==> config.mk <==
export PLATFORM = sky130hd
export DESIGN_NAME = newton_square_root_fixed_flat
export DESIGN_NICKNAME = d
export VERILOG_FILES = /design/src/rtl/nsq_pkg.sv /design/src/rtl/nsq_if.sv /design/src/rtl/newton_square_root_fixed.sv /design/src/flat_wrapper.sv
export SDC_FILE = /design/constraint.sdc
export NUM_CORES = 2
export LEC_CHECK = 0
export BUFFER_PORTS_ARGS = -buffer_cell sky130_fd_sc_hd__buf_4
export CAP_MARGIN = 25
export CORE_MARGIN = 8
export CORE_UTILIZATION = 41
export CTS_CLUSTER_DIAMETER = 60
export CTS_CLUSTER_SIZE = 30
export DETAILED_ROUTE_END_ITERATION = 12
export SLEW_MARGIN = 15
export SYNTH_ARGS = -nofsm -noshare
export SYNTH_HDL_FRONTEND = slang
export SYNTH_SLANG_ARGS = --single-unit
==> constraint.sdc <==
create_clock -name i_clk -period 7.8 [get_ports i_clk]
set_input_delay 1.56 -clock i_clk [delete_from_list [all_inputs] [get_ports i_clk]]
set_output_delay 1.56 -clock i_clk [all_outputs]
set_load 0.05 [all_outputs]
==> src/rtl/nsq_pkg.sv <==
// Types and fixed constants for the Newton-Raphson fixed-point square root.
// No dependencies; used by the channel interfaces and the top level.
package nsq_pkg;

    localparam int VALUE_W    = 32;          // width of value, root and tolerance
    localparam int PROD_W     = 2 * VALUE_W; // full square / numerator width
    localparam int STEP_CNT_W = 6;           // width of the step_count field
    localparam int DIV_CNT_W  = $clog2(PROD_W);

    localparam logic [VALUE_W-1:0] TOL_RESET = VALUE_W'(655);
    localparam logic [VALUE_W-1:0] VALUE_MAX = '1;

    typedef enum logic [2:0] {
        ST_IDLE,
        ST_SQUARE,
        ST_ERROR,
        ST_TEST,
        ST_DIVIDE,
        ST_UPDATE,
        ST_FINISH
    } t_state;

endpackage

==> src/rtl/nsq_if.sv <==
// Valid/ready channels for the square root block: input value and result.
// Depends on nsq_pkg for field widths.
interface nsq_in_if;
    logic                         valid;
    logic                         ready;
    logic [nsq_pkg::VALUE_W-1:0]  value;

    modport source (output valid, output value, input ready);
    modport sink   (input valid, input value, output ready);
endinterface

interface nsq_out_if;
    logic                            valid;
    logic                            ready;
    logic [nsq_pkg::VALUE_W-1:0]     root;
    logic [nsq_pkg::STEP_CNT_W-1:0]  step_count;
    logic                            converged;

    modport source (output valid, output root, output step_count, output converged,
                    input ready);
    modport sink   (input valid, input root, input step_count, input converged,
                    output ready);
endinterface

==> src/rtl/newton_square_root_fixed.sv <==
// Each Newton step runs the square, error, test, restoring divide and update states in turn;
// the test state ends the run once the error is within tolerance or the step limit is reached.
// A new value enters only in idle, after the last is done; the bit-serial divider dominates.
// A finished result sits in an output register, so the next value may enter meanwhile.
// Reset (synchronous, active low) empties the sequencer and output, tolerance -> 655.
// Depends on nsq_pkg and the channel interfaces in nsq_if.sv.
module newton_square_root_fixed #(
    parameter int FRAC_BITS = 16,
    parameter int MAX_ITER  = 32
) (
    input  logic                         i_clk,
    input  logic                         i_rst_n,
    input  logic                         i_cfg_we,
    input  logic [nsq_pkg::VALUE_W-1:0]  i_cfg_data,
    nsq_in_if.sink                       i_in,
    nsq_out_if.source                    o_res
);

    localparam int W      = nsq_pkg::VALUE_W;
    localparam int PW     = nsq_pkg::PROD_W;
    localparam int STEP_W = $clog2(MAX_ITER + 1);
    localparam int CW     = nsq_pkg::STEP_CNT_W;

    localparam logic [W-1:0]      ONE_FIX  = W'(1) << FRAC_BITS;
    localparam logic [STEP_W-1:0] ITER_LIM = STEP_W'(MAX_ITER);
    localparam logic [nsq_pkg::DIV_CNT_W-1:0] DIV_LAST = nsq_pkg::DIV_CNT_W'(PW - 1);

    nsq_pkg::t_state r_state, n_state;

    logic [W-1:0]      r_tol;
    logic [W-1:0]      r_value;
    logic [W-1:0]      r_x;
    logic [STEP_W-1:0] r_step;
    logic [PW-1:0]     r_prod;
    logic [PW-1:0]     r_mag;
    logic              r_above;
    logic              r_conv;
    // divider: numerator shifts out as quotient bits shift in
    logic [PW-1:0]     r_num;
    logic [W:0]        r_div;
    logic [W:0]        r_rem;
    logic [nsq_pkg::DIV_CNT_W-1:0] r_dcnt;

    logic              r_out_valid;
    logic [W-1:0]      r_out_root;
    logic [CW-1:0]     r_out_steps;
    logic              r_out_conv;

    logic in_ready, out_load, in_fire;
    logic tol_met, iter_done, div_last;

    logic [PW-1:0]     sq;
    logic [PW-1:0]     val_ext;
    logic              sq_above;
    logic [W+1:0]      rem_shift;
    logic [W+1:0]      rem_diff;
    logic              q_bit;
    logic [PW:0]       x_sum;
    logic [W-1:0]      x_next;
    logic [STEP_W+CW-1:0] step_ext;

    assign in_fire   = i_in.valid && in_ready;
    assign tol_met   = r_mag <= {{(PW-W){1'b0}}, r_tol};
    assign iter_done = r_step >= ITER_LIM;
    assign div_last  = r_dcnt == DIV_LAST;

    // error term |x*x - v|, square truncated to FRAC_BITS fraction bits
    assign sq       = r_prod >> FRAC_BITS;
    assign val_ext  = {{(PW-W){1'b0}}, r_value};
    assign sq_above = sq >= val_ext;

    // one restoring division step
    assign rem_shift = {r_rem, r_num[PW-1]};
    assign rem_diff  = rem_shift - {1'b0, r_div};
    assign q_bit     = !rem_diff[W+1];

    // Newton update, clamped to [1 LSB, all ones]
    assign x_sum = {1'b0, r_num} + {{(PW-W+1){1'b0}}, r_x};
    always_comb begin
        if (r_above) begin
            if (r_num >= {{(PW-W){1'b0}}, r_x}) begin
                x_next = W'(1);
            end else begin
                x_next = r_x - r_num[W-1:0];
            end
        end else if (x_sum[PW:W] != '0) begin
            x_next = nsq_pkg::VALUE_MAX;
        end else begin
            x_next = x_sum[W-1:0];
        end
    end

    assign step_ext = {{CW{1'b0}}, r_step};

    // next state
    always_comb begin
        n_state = r_state;
        unique case (r_state)
            nsq_pkg::ST_IDLE:   if (i_in.valid) n_state = nsq_pkg::ST_SQUARE;
            nsq_pkg::ST_SQUARE: n_state = nsq_pkg::ST_ERROR;
            nsq_pkg::ST_ERROR:  n_state = nsq_pkg::ST_TEST;
            nsq_pkg::ST_TEST: begin
                if (tol_met || iter_done) n_state = nsq_pkg::ST_FINISH;
                else                      n_state = nsq_pkg::ST_DIVIDE;
            end
            nsq_pkg::ST_DIVIDE: if (div_last) n_state = nsq_pkg::ST_UPDATE;
            nsq_pkg::ST_UPDATE: n_state = nsq_pkg::ST_SQUARE;
            nsq_pkg::ST_FINISH: if (out_load) n_state = nsq_pkg::ST_IDLE;
            default:            n_state = nsq_pkg::ST_IDLE;
        endcase
    end

    // control outputs
    always_comb begin
        in_ready = 1'b0;
        out_load = 1'b0;
        unique case (r_state)
            nsq_pkg::ST_IDLE:   in_ready = 1'b1;
            nsq_pkg::ST_FINISH: out_load = !r_out_valid || o_res.ready;
            default: begin
                in_ready = 1'b0;
                out_load = 1'b0;
            end
        endcase
    end

    always_ff @(posedge i_clk) begin
        if (!i_rst_n) begin
            r_state     <= nsq_pkg::ST_IDLE;
            r_tol       <= nsq_pkg::TOL_RESET;
            r_out_valid <= 1'b0;
        end else begin
            r_state <= n_state;
            if (i_cfg_we) begin
                r_tol <= i_cfg_data;
            end
            if (out_load) begin
                r_out_valid <= 1'b1;
            end else if (o_res.ready) begin
                r_out_valid <= 1'b0;
            end
        end
    end

    // datapath
    always_ff @(posedge i_clk) begin
        unique case (r_state)
            nsq_pkg::ST_IDLE: begin
                if (in_fire) begin
                    r_value <= i_in.value;
                    r_step  <= '0;
                    if (i_in.value != '0 && i_in.value < ONE_FIX) begin
                        r_x <= ONE_FIX;
                    end else begin
                        r_x <= i_in.value;
                    end
                end
            end
            nsq_pkg::ST_SQUARE: r_prod <= PW'(r_x) * PW'(r_x);
            nsq_pkg::ST_ERROR: begin
                r_above <= sq_above;
                r_mag   <= sq_above ? sq - val_ext : val_ext - sq;
            end
            nsq_pkg::ST_TEST: begin
                r_conv <= tol_met;
                r_num  <= r_mag << FRAC_BITS;
                r_div  <= {r_x, 1'b0};
                r_rem  <= '0;
                r_dcnt <= '0;
            end
            nsq_pkg::ST_DIVIDE: begin
                r_rem  <= q_bit ? rem_diff[W:0] : rem_shift[W:0];
                r_num  <= {r_num[PW-2:0], q_bit};
                r_dcnt <= r_dcnt + 1'b1;
            end
            nsq_pkg::ST_UPDATE: begin
                r_x    <= x_next;
                r_step <= r_step + 1'b1;
            end
            nsq_pkg::ST_FINISH: begin
                if (out_load) begin
                    r_out_root  <= r_x;
                    r_out_steps <= step_ext[CW-1:0];
                    r_out_conv  <= r_conv;
                end
            end
            default: begin
                r_prod <= r_prod;
            end
        endcase
    end

    assign i_in.ready       = in_ready;
    assign o_res.valid      = r_out_valid;
    assign o_res.root       = r_out_root;
    assign o_res.step_count = r_out_steps;
    assign o_res.converged  = r_out_conv;

endmodule
==> src/flat_wrapper.sv <==
// flat-port wrapper written by rule: the top's interface ports become plain ports
module newton_square_root_fixed_flat 
#(
    parameter int FRAC_BITS = 16,
    parameter int MAX_ITER  = 32
)
  (i_clk, i_rst_n, i_cfg_we, i_cfg_data, i_in_valid, i_in_value, i_in_ready, o_res_valid, o_res_root, o_res_step_count, o_res_converged, o_res_ready);
  nsq_in_if i_in_i ();
  nsq_out_if o_res_i ();
  input  logic i_clk;
  input  logic i_rst_n;
  input  logic i_cfg_we;
  input  logic [nsq_pkg::VALUE_W-1:0] i_cfg_data;
  input wire logic [$bits(i_in_i.valid)-1:0] i_in_valid;
  input wire logic [$bits(i_in_i.value)-1:0] i_in_value;
  output wire logic [$bits(i_in_i.ready)-1:0] i_in_ready;
  output wire logic [$bits(o_res_i.valid)-1:0] o_res_valid;
  output wire logic [$bits(o_res_i.root)-1:0] o_res_root;
  output wire logic [$bits(o_res_i.step_count)-1:0] o_res_step_count;
  output wire logic [$bits(o_res_i.converged)-1:0] o_res_converged;
  input wire logic [$bits(o_res_i.ready)-1:0] o_res_ready;
  assign i_in_i.valid = i_in_valid;
  assign i_in_i.value = i_in_value;
  assign i_in_ready = i_in_i.ready;
  assign o_res_valid = o_res_i.valid;
  assign o_res_root = o_res_i.root;
  assign o_res_step_count = o_res_i.step_count;
  assign o_res_converged = o_res_i.converged;
  assign o_res_i.ready = o_res_ready;
  newton_square_root_fixed #(.FRAC_BITS(FRAC_BITS), .MAX_ITER(MAX_ITER)) u_core (.i_clk(i_clk), .i_rst_n(i_rst_n), .i_cfg_we(i_cfg_we), .i_cfg_data(i_cfg_data), .i_in(i_in_i), .o_res(o_res_i));
endmodule
## After elaboration in Yosys (flattened, before gate mapping)

Index checks and enable logic that the tools add are counted.
W data, S select, Z words.

| word-level totals | value |
|---|---|
| output and inout port bits | 41 |
| register bits | 410 |

| operators by class | value |
|---|---|
| reduce and logical (&&, ||, !) cells | 16 |
| add/subtract/negate cells | 7 |
| eq/ne operators | 11 |
| $lt $le $gt $ge | 5 |
| multiplexer cells | 22 |
| multiply operators | 1 |

Operators by type and width:

| kind | number |
|---|---|
| $mux W32 | 5 |
| $pmux W64 S2 | 1 |
| $pmux W33 S2 | 1 |
| $add A64 B32 Y65 | 1 |
| $ge A64 B32 Y1 | 1 |
| $le A64 B32 Y1 | 1 |
| $mul A32 B32 Y64 | 1 |
| $mux W64 | 1 |
| $pmux W32 S2 | 1 |
| $sub A32 B48 Y49 | 1 |
| $sub A48 B32 Y49 | 1 |
| $ge A48 B32 Y1 | 1 |
| $sub A34 B33 Y34 | 1 |
| $mux W33 | 1 |
| $reduce_bool A33 Y1 | 1 |
| $lt A32 B17 Y1 const B | 1 |
| $reduce_bool A32 Y1 | 1 |
| $sub A32 B32 Y32 | 1 |
| $pmux W6 S2 | 2 |
| $pmux W3 S7 | 1 |
| $add A6 B1 Y6 const B | 2 |
| $eq A3 B3 Y1 const B | 3 |
| $mux W3 | 3 |
| $eq A3 B2 Y1 const B | 2 |
| 15 further kinds | 27 |

## Longest topological paths before layout

| logic depth | value |
|---|---|
| depth after elaboration | 5 |
| mapped depth | 33 |
| mapped depth without buffers | 31 |

## Worst setup path after synthesis

Ideal clock, no wire load.

| timing | value |
|---|---|
| path kind | flip-flop to flip-flop |
| start point | register u_core.r_state[1] |
| end point | register u_core.r_dcnt[0] in the netlist's numbering (enable) |
| data required time | 7,093 ps |
| setup time | 707 ps |
| path buffers | 1 |
| setup slack | -829 ps |
| cell stages (with the launch flop) | 4 |
| arrival time | 7,922 ps |
| cell sequence | dfxtp_1 -> clkbuf_1 -> nand2_1 -> o21ai_0 |

| on the way | value |
|---|---|
| cells in the longest elaborated chain, start to end | 2 |
| elaborated cells between the ends (all ways) | 3 |
| classes of those cells | eq/ne (2); reduce/logical (1) |

RTL lines:

| element | RTL line | text |
|---|---|---|
| start: declaration | newton_square_root_fixed.sv:28 | `nsq_pkg::t_state r_state, n_state;` |
| start signal: assignment | newton_square_root_fixed.sv:129 | `r_state <= nsq_pkg::ST_IDLE;` |
| start signal: assignment | newton_square_root_fixed.sv:133 | `r_state <= n_state;` |
| $eq A3 B2 Y1 or $eq A3 B3 Y1 (tied branches) | newton_square_root_fixed.sv:147 | `unique case (r_state)` |
| $reduce_bool A2 Y1 (no line) (*) | -- |  |
| end signal: assignment | newton_square_root_fixed.sv:174 | `r_dcnt <= r_dcnt + 1'b1;` |
| end: declaration | newton_square_root_fixed.sv:42 | `logic [nsq_pkg::DIV_CNT_W-1:0] r_dcnt;` |

Every way passes the cells marked *; elsewhere a longest branch is shown, timed or not.
A chain may end at the register's enable or synchronous reset.

## Final worst setup path

| timing | value |
|---|---|
| start point | register u_core.r_x[28] |
| end point | register u_core.r_prod[58] (data pin) |

| on the way | value |
|---|---|
| cells in the longest elaborated chain, start to end | 1 |

RTL lines:

| element | RTL line | text |
|---|---|---|
| start: declaration | newton_square_root_fixed.sv:32 | `logic [W-1:0] r_x;` |
| start signal: assignment | newton_square_root_fixed.sv:155 | `r_x <= i_in.value;` |
| start signal: assignment | newton_square_root_fixed.sv:177 | `r_x <= x_next;` |
| $mul A32 B32 Y64 | newton_square_root_fixed.sv:159 | `nsq_pkg::ST_SQUARE: r_prod <= PW'(r_x) * PW'(r_x);` |
| end signal: assignment | newton_square_root_fixed.sv:159 |  |
| end signal: assignment | newton_square_root_fixed.sv:188 | `r_prod <= r_prod;` |
| end: declaration | newton_square_root_fixed.sv:34 | `logic [PW-1:0] r_prod;` |

Every way passes these cells.

==> impl_metrics.sql <==
INSERT INTO impl_metrics (metric_group, metric, value, unit) VALUES
('die', 'die-area', '146000', 'um2'),
('timing', 'layout_setup_ws', '-0.115', 'ns'),
('timing', 'layout_min_cycle_time', '7.92', 'ns'),
('yosys', 'synth-seq-area-share', '20.1', '%'),
('drt', 'drt-pass1-iter-count', '8', ''),
('die', 'io-pin-count', '110', ''),
('flow_run', 'max_cap_viol_count', '0', ''),
('clock_network', 'insertion_delay', '0.67', 'ns'),
('timing', 'finalMaxSlewViolations', '0', ''),
('yosys', 'netlist-cell-type-count', '89', ''),
('worst_setup_path', 'crit_path_max_fanout', '8', ''),
('global_route', 'grtUsageTotal', '26.3', '%'),
('worst_setup_path', 'criticalPathCategory', 'reg2reg', ''),
('yosys', 'ys_warn_count', '0', ''),
('worst_setup_path', 'crit_path_end_kind', 'flop', ''),
('placement', 'detailedPlacementHpwl', '160', 'mm'),
('drt', 'dr_total_vias', '45400', ''),
('cells_and_area', 'layout-drive-gt1-share', '16.8', '%'),
('min_path', 'classification_of_the_worst_slack_hold_path', 'reg2reg', ''),
('clock_network', 'clock_sinks', '379', ''),
('drt', 'drt_iter0_markers', '4244', ''),
('clock_network', 'cts_hold_repair.buffers', '0', ''),
('worst_setup_path', 'worst_ep_arrival_time', '8.31', 'ns'),
('timing', 'rsz0062_at_grt', 'yes', ''),
('clock_network', 'tritoncts', 'yes', ''),
('global_route', 'via_count_of_the_first_global_routing_pass', '46600', ''),
('placement', 'port_buffers', '109', ''),
('die', 'die_w', '382', 'um'),
('worst_setup_path', 'crit_path_slowest_cell', 'sky130_fd_sc_hd__fa_1', ''),
('timing', 'timing.final.setup_violations', '8', ''),
('cells_and_area', 'final.fill_count', '12500', ''),
('min_path', 'hold_path.startpoint', 'u_core.r_conv$_DFFE_PN_', ''),
('cells_and_area', 'mostFrequentLayoutCell', 'sky130_fd_sc_hd__inv_1', ''),
('global_route', 'grt_start_max_net_pins', '80', ''),
('worst_setup_path', 'critical_path.most_common_cell', 'sky130_fd_sc_hd__fa_1', ''),
('die', 'fp.coreArea', '133000', 'um2'),
('die', 'dieHeight', '382', 'um'),
('worst_setup_path', 'crit_required', '8.19', 'ns'),
('global_route', 'globalRouteMet1Util', '36.1', '%'),
('timing', 'timing.final.crit_share', '101', '%'),
('yosys', 'proportion_of_register_bits_with_asynchronous_set_or_reset_after_synthesis', '0', '%'),
('global_route', 'wire_length_of_the_first_global_routing_pass', '294', 'mm'),
('yosys', 'postSynthNetCount', '7343', ''),
('drt', 'remaining_drc_errors', '0', ''),
('drt', 'detail-route-antenna-nets', '0', ''),
('worst_setup_path', 'crit_path_start', 'u_core.r_x[28]$_DFFE_PP_', ''),
('outcome', 'outcome', 'complete, but fails checks', ''),
('die', 'rows', '134', ''),
('global_route', 'grt-busiest-layer', 'met2', ''),
('clock_network', 'cts.root.buffer_cell', 'sky130_fd_sc_hd__clkbuf_16', ''),
('worst_setup_path', 'launch_point_of_the_worst_reg_to_reg_path', 'u_core.r_x[28]$_DFFE_PP_', ''),
('cells_and_area', 'final_core_utilization', '48.8', '%'),
('cells_and_area', 'mostFrequentLayoutCells', 'sky130_fd_sc_hd__inv_1 (1,186), sky130_fd_sc_hd__fa_1 (762), sky130_fd_sc_hd__buf_4 (589), sky130_fd_sc_hd__ha_1 (490), sky130_fd_sc_hd__nand2_1 (481)', ''),
('yosys', 'postSynth.topFlopCell', 'sky130_fd_sc_hd__edfxtp_1', ''),
('global_route', 'global_route_met2_utilization', '40.7', '%'),
('drt', 'average_via_count_per_standard_cell', '5.50', ''),
('timing', 'worst-slew-pin-transition', '1.02', 'ns'),
('timing', 'final_hold_viol_count', '0', ''),
('timing', 'timing.max_slew.rel_slack', '31.7', '%'),
('yosys', 'netlist_area_before_placement', '54800', 'um2'),
('clock_network', 'cts_buffers', '50', ''),
('yosys', 'synth_edf_count', '343', ''),
('outcome', 'violated_checks', 'negative setup slack', ''),
('cells_and_area', 'final_nets', '7838', ''),
('global_route', 'grt_use_met3', '6.83', '%'),
('die', 'initial_core_util', '41.2', '%'),
('placement', 'dpl.cell_count', '8096', ''),
('worst_setup_path', 'crit_path_max_incr_delay', '0.59', 'ns'),
('yosys', 'synth_area_per_cell', '9.21', 'um2'),
('timing', 'fin_skew', '0.0386', 'ns'),
('timing', 'fmax', '0.126', 'GHz');
[cell type report]
class,count,area (um2),share of cell area (%)
well taps,1768,2210,3.40
flip-flops and latches,379,11000,16.9
diodes,8,20.0,0.0308
clock inverters,42,607,0.933
multi-input cells,4084,39300,60.4
clock buffers,50,1250,1.92
repair buffers,690,5930,9.12
inverters,1246,4690,7.22
[synthesized netlist by cell type (36+ instances only)]
library cell               instances  area, um2
sky130_fd_sc_hd__xnor2_1         103        902
sky130_fd_sc_hd__fa_1            798      16000
sky130_fd_sc_hd__nor2_1          515       1930
sky130_fd_sc_hd__dfxtp_1          36        721
sky130_fd_sc_hd__a21oi_1         263       1320
sky130_fd_sc_hd__nor3_1           83        415
sky130_fd_sc_hd__nand2_1         506       1900
sky130_fd_sc_hd__xor2_1           69        604
sky130_fd_sc_hd__inv_1          1239       4650
sky130_fd_sc_hd__o21bai_1         40        300
sky130_fd_sc_hd__nand2b_1         38        238
sky130_fd_sc_hd__ha_1            520       6510
sky130_fd_sc_hd__mux2i_1          74        741
sky130_fd_sc_hd__edfxtp_1        343      10300
sky130_fd_sc_hd__a21o_1          107        803
sky130_fd_sc_hd__a211oi_1         40        300
sky130_fd_sc_hd__clkbuf_1        193        724
sky130_fd_sc_hd__o21ai_0         195        976
sky130_fd_sc_hd__nand3_1          68        340
sky130_fd_sc_hd__nor4_1           57        357
sky130_fd_sc_hd__nand4_1          54        338
sky130_fd_sc_hd__nor2b_1          59        369
[critical path: cells and delay by family, from the launching register on]
kind                       cells  cell delay, ns
AOI/OAI and AO/OA              9            1.76
DFF                            1            0.53
buffers and inverters          8            0.92
and+or+nand+nor                2            0.11
adders and majority gates      9            4.24
xor gates and xnor gates       1            0.10
[repair_timing]
action / in CTS / in global routing
buffers inserted: 49 / 24
gates resized for setup: 233 / 175
pin swaps: 118 / 158
gates cloned: 1 / 0
setup endpoints to repair: 30 / 27
[state kept, by name, summed over array words and instances (netlist names), 32 cells and up]
signal             flops
u_core.r_mag          49
u_core.r_rem          33
u_core.r_num          64
u_core.r_value        32
u_core.r_x            32
u_core.o_res.root     32
u_core.r_div          32
u_core.r_tol          32
u_core.r_prod         48
[per-layer routing]
layer / vias up / share of wire, %
met5: - / 0.061
li1: 20400 / -
met2: 1818 / 44
met1: 22900 / 42
met4: 14 / 3.8
met3: 362 / 9.6
[logic make-up (layout without fill, tap and decap cells)]
| group | Yosys count | count (layout) | share of synthesized area (%) |
|---|---|---|---|
| DFF | 379 | 379 | 20.1 |
| other | 0 | 8 | 0 |
| buffers and inverters | 1493 | 2028 | 10.3 |
| xor gates and xnor gates | 172 | 172 | 2.75 |
| and+or+nand+nor | 1526 | 1526 | 12.6 |
| AOI/OAI and AO/OA | 991 | 991 | 11.8 |
| muxes | 77 | 77 | 1.41 |
| adders and majority gates | 1318 | 1318 | 41.0 |
[worst paths after layout]
check / endpoint / cells past startpoint
max reg2reg: u_core.r_prod[58]$_DFFE_PP_ / 29
max: u_core.r_prod[58]$_DFFE_PP_ / 29
min: u_core.o_res.converged$_DFFE_PP_ / 0
min reg2reg: u_core.o_res.converged$_DFFE_PP_ / 0
[through the flow]
stage / setup TNS, ns / cell area, um2 / hold WS [ns] / worst slack [ns]
global route: -3.81 / 65000 / 0.437 / -0.343
global placement: -8.48 / 61100 / 0.419 / -0.751
finish: -0.497 / 65000 / 0.437 / -0.115
CTS: -0.196 / 64200 / 0.437 / -0.0766
detailed placement: -10.12 / 61100 / 0.419 / -0.774
floorplan: 0 / 54900 / 0.400 / 0.00404
Power is not shown: default switching activity piles up to over one toggle a cycle in this logic, so the estimate is an artifact.
